### src/rtl/core/point_in_mesh_ray_parity_unit_macros.svh
// Assertion macros for the ray parity unit
`ifndef POINT_IN_MESH_RAY_PARITY_UNIT_MACROS_SVH
`define POINT_IN_MESH_RAY_PARITY_UNIT_MACROS_SVH

// Implication checked on every rising clock edge outside reset
`define PIM_ASSERT_IMP(label, clk, rst_n, ante, cons, msg) \
  label: assert property (@(posedge clk) disable iff (!rst_n) (ante) |-> (cons)) \
    else $error(msg);

// Next-cycle implication checked outside reset
`define PIM_ASSERT_NEXT(label, clk, rst_n, ante, cons, msg) \
  label: assert property (@(posedge clk) disable iff (!rst_n) (ante) |=> (cons)) \
    else $error(msg);

`endif

### src/rtl/core/pimrp_pkg.sv
package pimrp_pkg;

  localparam int COORD_W         = 18;
  localparam int EPS_W           = 16;
  localparam int CNT_W           = 16;
  localparam int DIST_W          = 32;
  localparam int CFG_IDX_W       = 2;
  localparam int CFG_DATA_W      = 18;
  localparam int COORD_FRAC_BITS_DEF = 14;

  // difference of two coordinates
  localparam int DIFF_W = COORD_W + 1;
  // product of two differences
  localparam int PROD_W = 2 * DIFF_W;
  // normal component / barycentric numerator
  localparam int NRM_W  = PROD_W + 1;
  // plane distance numerator: three normal*diff products
  localparam int DOT_W  = NRM_W + DIFF_W + 2;
  // divider working width
  localparam int QUO_W  = DOT_W;
  localparam int DIV_CNT_W = $clog2(QUO_W + 1);

  typedef enum logic [CFG_IDX_W-1:0] {
    CFG_POINT_X = 2'd0,
    CFG_POINT_Y = 2'd1,
    CFG_POINT_Z = 2'd2,
    CFG_EPSILON = 2'd3
  } cfg_idx_t;

  typedef enum logic [3:0] {
    ST_IDLE,
    ST_DIFF,
    ST_MUL0,
    ST_MUL1,
    ST_MUL2,
    ST_DOT0,
    ST_DOT1,
    ST_CLASSIFY,
    ST_DIVIDE,
    ST_DECIDE,
    ST_OUT
  } pim_state_t;

  // commands from controller to datapath
  typedef struct packed {
    logic load;      // capture triangle
    logic diff;      // form edge and point differences
    logic mul0;      // first product set
    logic mul1;      // second product set
    logic mul2;      // barycentric numerators
    logic dot0;      // sum partial dot products
    logic dot1;      // final dot product
    logic div_start; // launch divider
    logic decide;    // update count / distance
    logic clear;     // end of mesh: reset accumulators
  } pim_cmd_t;

  // status from datapath to controller
  typedef struct packed {
    logic div_done;
  } pim_sts_t;

endpackage

### src/rtl/core/pimrp_ctrl.sv
`include "point_in_mesh_ray_parity_unit_macros.svh"
module pimrp_ctrl (
  input  logic                clk,
  input  logic                rst_n,
  input  logic                in_valid,
  output logic                in_stall,
  input  logic                in_last,
  input  logic                out_stall,
  output logic                out_valid,
  output logic                out_load,
  output pimrp_pkg::pim_cmd_t cmd,
  input  pimrp_pkg::pim_sts_t sts
);
  import pimrp_pkg::*;

  pim_state_t state_r, state_nxt;
  logic       last_r, last_nxt;
  logic       ovld_r, ovld_nxt;

  always_comb begin
    state_nxt = state_r;
    last_nxt  = last_r;
    ovld_nxt  = ovld_r && out_stall;
    cmd       = '0;
    out_load  = 1'b0;
    in_stall  = (state_r != ST_IDLE);
    case (state_r)
      ST_IDLE: if (in_valid) begin
        cmd.load  = 1'b1;
        last_nxt  = in_last;
        state_nxt = ST_DIFF;
      end
      ST_DIFF:     begin cmd.diff = 1'b1; state_nxt = ST_MUL0; end
      ST_MUL0:     begin cmd.mul0 = 1'b1; state_nxt = ST_MUL1; end
      ST_MUL1:     begin cmd.mul1 = 1'b1; state_nxt = ST_MUL2; end
      ST_MUL2:     begin cmd.mul2 = 1'b1; state_nxt = ST_DOT0; end
      ST_DOT0:     begin cmd.dot0 = 1'b1; state_nxt = ST_DOT1; end
      ST_DOT1:     begin cmd.dot1 = 1'b1; state_nxt = ST_CLASSIFY; end
      ST_CLASSIFY: begin cmd.div_start = 1'b1; state_nxt = ST_DIVIDE; end
      ST_DIVIDE:   if (sts.div_done) state_nxt = ST_DECIDE;
      ST_DECIDE: begin
        cmd.decide = 1'b1;
        state_nxt  = last_r ? ST_OUT : ST_IDLE;
      end
      ST_OUT: if (!ovld_r || !out_stall) begin
        out_load  = 1'b1;
        cmd.clear = 1'b1;
        ovld_nxt  = 1'b1;
        state_nxt = ST_IDLE;
      end
      default: state_nxt = ST_IDLE;
    endcase
  end

  always_ff @(posedge clk) begin
    if (!rst_n) begin
      state_r <= ST_IDLE;
      last_r  <= 1'b0;
      ovld_r  <= 1'b0;
    end else begin
      state_r <= state_nxt;
      last_r  <= last_nxt;
      ovld_r  <= ovld_nxt;
    end
  end

  assign out_valid = ovld_r;

  `PIM_ASSERT_IMP(a_accept_idle, clk, rst_n, in_valid && !in_stall, state_r == ST_IDLE, "accept outside idle")
  `PIM_ASSERT_NEXT(a_load_valid, clk, rst_n, out_load, out_valid, "result load lost")
  `PIM_ASSERT_IMP(a_clear_out, clk, rst_n, cmd.clear, out_load, "clear without result")
endmodule

### config.mk
export PLATFORM = sky130hd
export DESIGN_NAME = pimrp_ctrl
export DESIGN_NICKNAME = d
export VERILOG_FILES = /design/src/rtl/core/pimrp_pkg.sv /design/src/rtl/core/pimrp_ctrl.sv
export VERILOG_INCLUDE_DIRS = /design/src /design/src/rtl/core
export SDC_FILE = /design/constraint.sdc
export NUM_CORES = 1
export LEC_CHECK = 0
export BUFFER_PORTS_ARGS = -buffer_cell sky130_fd_sc_hd__buf_2
export CAP_MARGIN = 20
export CORE_AREA = 3 3 40 42
export CTS_CLUSTER_DIAMETER = 120
export DETAILED_ROUTE_END_ITERATION = 10
export DIE_AREA = 0 0 43 45
export GPL_ROUTABILITY_DRIVEN = 0
export PLACE_DENSITY = 0.54
export RECOVER_POWER = 100
export SLEW_MARGIN = 40
export SYNTH_ARGS = -nofsm -noshare
export SYNTH_HDL_FRONTEND = slang
export SYNTH_SLANG_ARGS = --single-unit
### constraint.sdc
create_clock -name clk -period 1.48 [get_ports clk]
set_clock_uncertainty 0.05 [all_clocks]
set_input_delay 0.296 -clock clk [delete_from_list [all_inputs] [get_ports clk]]
set_output_delay 0.296 -clock clk [all_outputs]
set_load 0.01 [all_outputs]
==> results.cfg <==
[min_path]
hold_path.class = input port to flip-flop

[clocking]
clk_pin_slew_worst_paths_ns = 0.05
cts-htree-levels = 1
clock-sinks = 6
root_buffer = clkbuf_4
cts_hold_buf = 0
clk-insertion-delay-late_ns = 0.24
cts_buffer_depth = 2
cts_made_buffers = 3
cts_tree = built

[sta]
clock.fmax_ghz = 0.5959
finalMaxSlewViolations = 0
slew_headroom_pct = 74.15
setup-tns-final_ns = -0.6872
fin_crit_sh_pct = 113.4
fin_ws_ns = -0.1982
tightestPinTransition_ns = 0.3837
finalSetupViolCount = 8
min_period_ns = 1.678
rsz0062_at_grt = true
hold_viol_final = 0

[yosys]
synthesis.area_um2 = 412.9
async_reset_ff_share_pct = 0
syn_nets = 56
synth-simple-area-share_pct = 36.06
ys_types = 26
muxShareOfSynthArea_pct = 0
ys_seq_elements = 6
synth_top_family_by_area = simple AND/OR/NAND/NOR gates
synth_edf_count = 0
synthesis.instances = 50
synthAdderAreaFrac_pct = 0
syn_avg_cell_area_um2 = 8.258
synth_xor_area_share_pct = 4.242
yosys_warnings = 0
ys_seq_area_share_pct = 29.09
ys.flop_type = dfxtp_1
synth_compound_area_share_pct = 20.61

[routing]
via_per_inst = 4.969
vias = 477
drt_iter0_markers = 3
drcViolationCount = 0
detail_route.first_pass.iterations = 2
wl_per_cell_um = 13.39
drtAntennaViolNets = 0
wl_um = 1285

[power_and_ir_drop]
p_leak_nw = 0.3375
ir_drop_mv = 0.5926
total_power_mw = 0.6721
p_per_area_mw_per_mm2 = 929.4

[floorplan]
die_w_um = 43
ioPinCount = 19
die_y_um = 45
die-area_mm2 = 0.001935
core_area_mm2 = 0.001285
placementRows = 13
initial_utilization_pct = 32.13

[cells_and_area]
antenna_cells = 0
drive_gt1_share_pct = 65.43
syn_to_final_growth_pct = 75.15
stdcell_count = 96
fin_nets = 89
n_fill_cell = 118

[setup_path]
cp_slowest_cell = or4_4
critPathLaunchType = flip-flop
critical-path-top-delay-family = simple AND/OR/NAND/NOR gates
path_buf_inv = 1
slowest_delay_ns = 0.56
critPathRequiredTime_ns = 1.13
arrival_ns = 1.33
cp-end-kind = output port
cp_cell_sequence = or4_4, nor2_2, buf_2
crit_type = flip-flop to output port
crit_fanout = 3

[grt]
grt_pass1_vias = 428
antenna_found_initial = 0
grt_usage_pct = 12.02
grt_max_degree = 13
grt_pass1_wl_um = 1711
overflow = 0

[placed_design]
dp_slack_ns = 0.05070
hpwl_um = 761.6
placed_cells = 84
io_buffers = 18

[run_status]
outcome = complete, but fails checks
violations = negative setup slack

[flow_run]
drv_cap = 0
[registers in the layout (all words and copies together), names as in the netlist]
name	cells
state_r	4
last_r	1
out_valid	1
[final timing paths]
path         slack (ns)  cells past startpoint          to  startpoint
max reg2reg        0.01                      5  state_r[3]  state_r[0]
max               -0.20                      3      cmd[9]  state_r[3]
min                0.28                      3      last_r     in_last
min reg2reg        0.44                      2      last_r      last_r
[per-layer routing]
layer | part of all wire, % | vias up | track usage (%)
met2 | 52 | 14 | 19.76
met5 | 0 | - | 0
li1 | - | 245 | -
met4 | 0 | 0 | 1.807
met1 | 43 | 218 | 14.56
met3 | 5.1 | 0 | 5.976
[synth_stat cells, types with 2 or more instances]
cell type,number,area share (%)
nor2_1,5,4.5
a21oi_1,3,3.6
nor3_1,5,6.1
buf_2,3,3.6
o21ai_0,2,2.4
dfxtp_1,6,29
nand2b_1,3,4.5
inv_1,2,1.8
nand2_1,2,1.8
and3_1,3,4.5
[stage by stage]
step	utilization, %	area, um2	hold slack (ns)
final	56.28	723.2	0.2766
after global routing	56.28	723.2	0.2929
after CTS	50.44	648.1	0.2601
after detailed placement	41.48	533.0	0.4111
after global placement	41.48	533.0	0.3910
after floorplan	-	412.9	0.3537
[power by group]
part           switching (mW)  internal [mW]
registers              0.0202          0.180
clock network          0.0530         0.0913
logic                   0.147          0.180
total                   0.220          0.452
[timing repair]
item	4_1_cts	5_1_grt
pin swaps	1	5
setup buffers	6	3
setup endpoints to repair	12	13
gates resized for setup	13	10
[placed cells by master (no fill, tap or decap), types with 2 or more instances in the layout]
master    count
a21oi_1       2
nor3_1        2
buf_4        11
inv_1         2
nor2_4        2
nor3_2        3
o21ai_0       2
buf_6         4
dfxtp_1       3
nor2_1        2
and3_1        2
nand2b_4      2
dfxtp_2       3
buf_2        15
nand2_1       2
clkbuf_4      3
[worst reg2reg max path: cells and delay by family, from the launching register on]
family                 cells  cell delay, ns
AOI/OAI and AO/OA          2            0.26
buffers and inverters      2            0.24
DFF                        1            0.33
and+or+nand+nor            1            0.52
[area by class of cell]
| class | instances | area [um2] | area share, % |
|---|---|---|---|
| clock buffer | 3 | 22.52 | 3.114 |
| inverter | 2 | 7.507 | 1.038 |
| multi-input combinational | 37 | 324.1 | 44.81 |
| sequential | 6 | 123.9 | 17.13 |
| tap | 15 | 18.77 | 2.595 |
| timing repair buffer | 33 | 226.5 | 31.31 |
[logic make-up (layout without fill, tap and decap cells)]
kind of cell | count (synthesis) | count (layout)
AO/OA/AOI/OAI | 11 | 11
buffers and inverters | 7 | 38
flip-flops | 6 | 6
XOR/XNOR | 2 | 2
AND/OR/NAND/NOR | 24 | 24
Power figures use the tool's default switching activity.
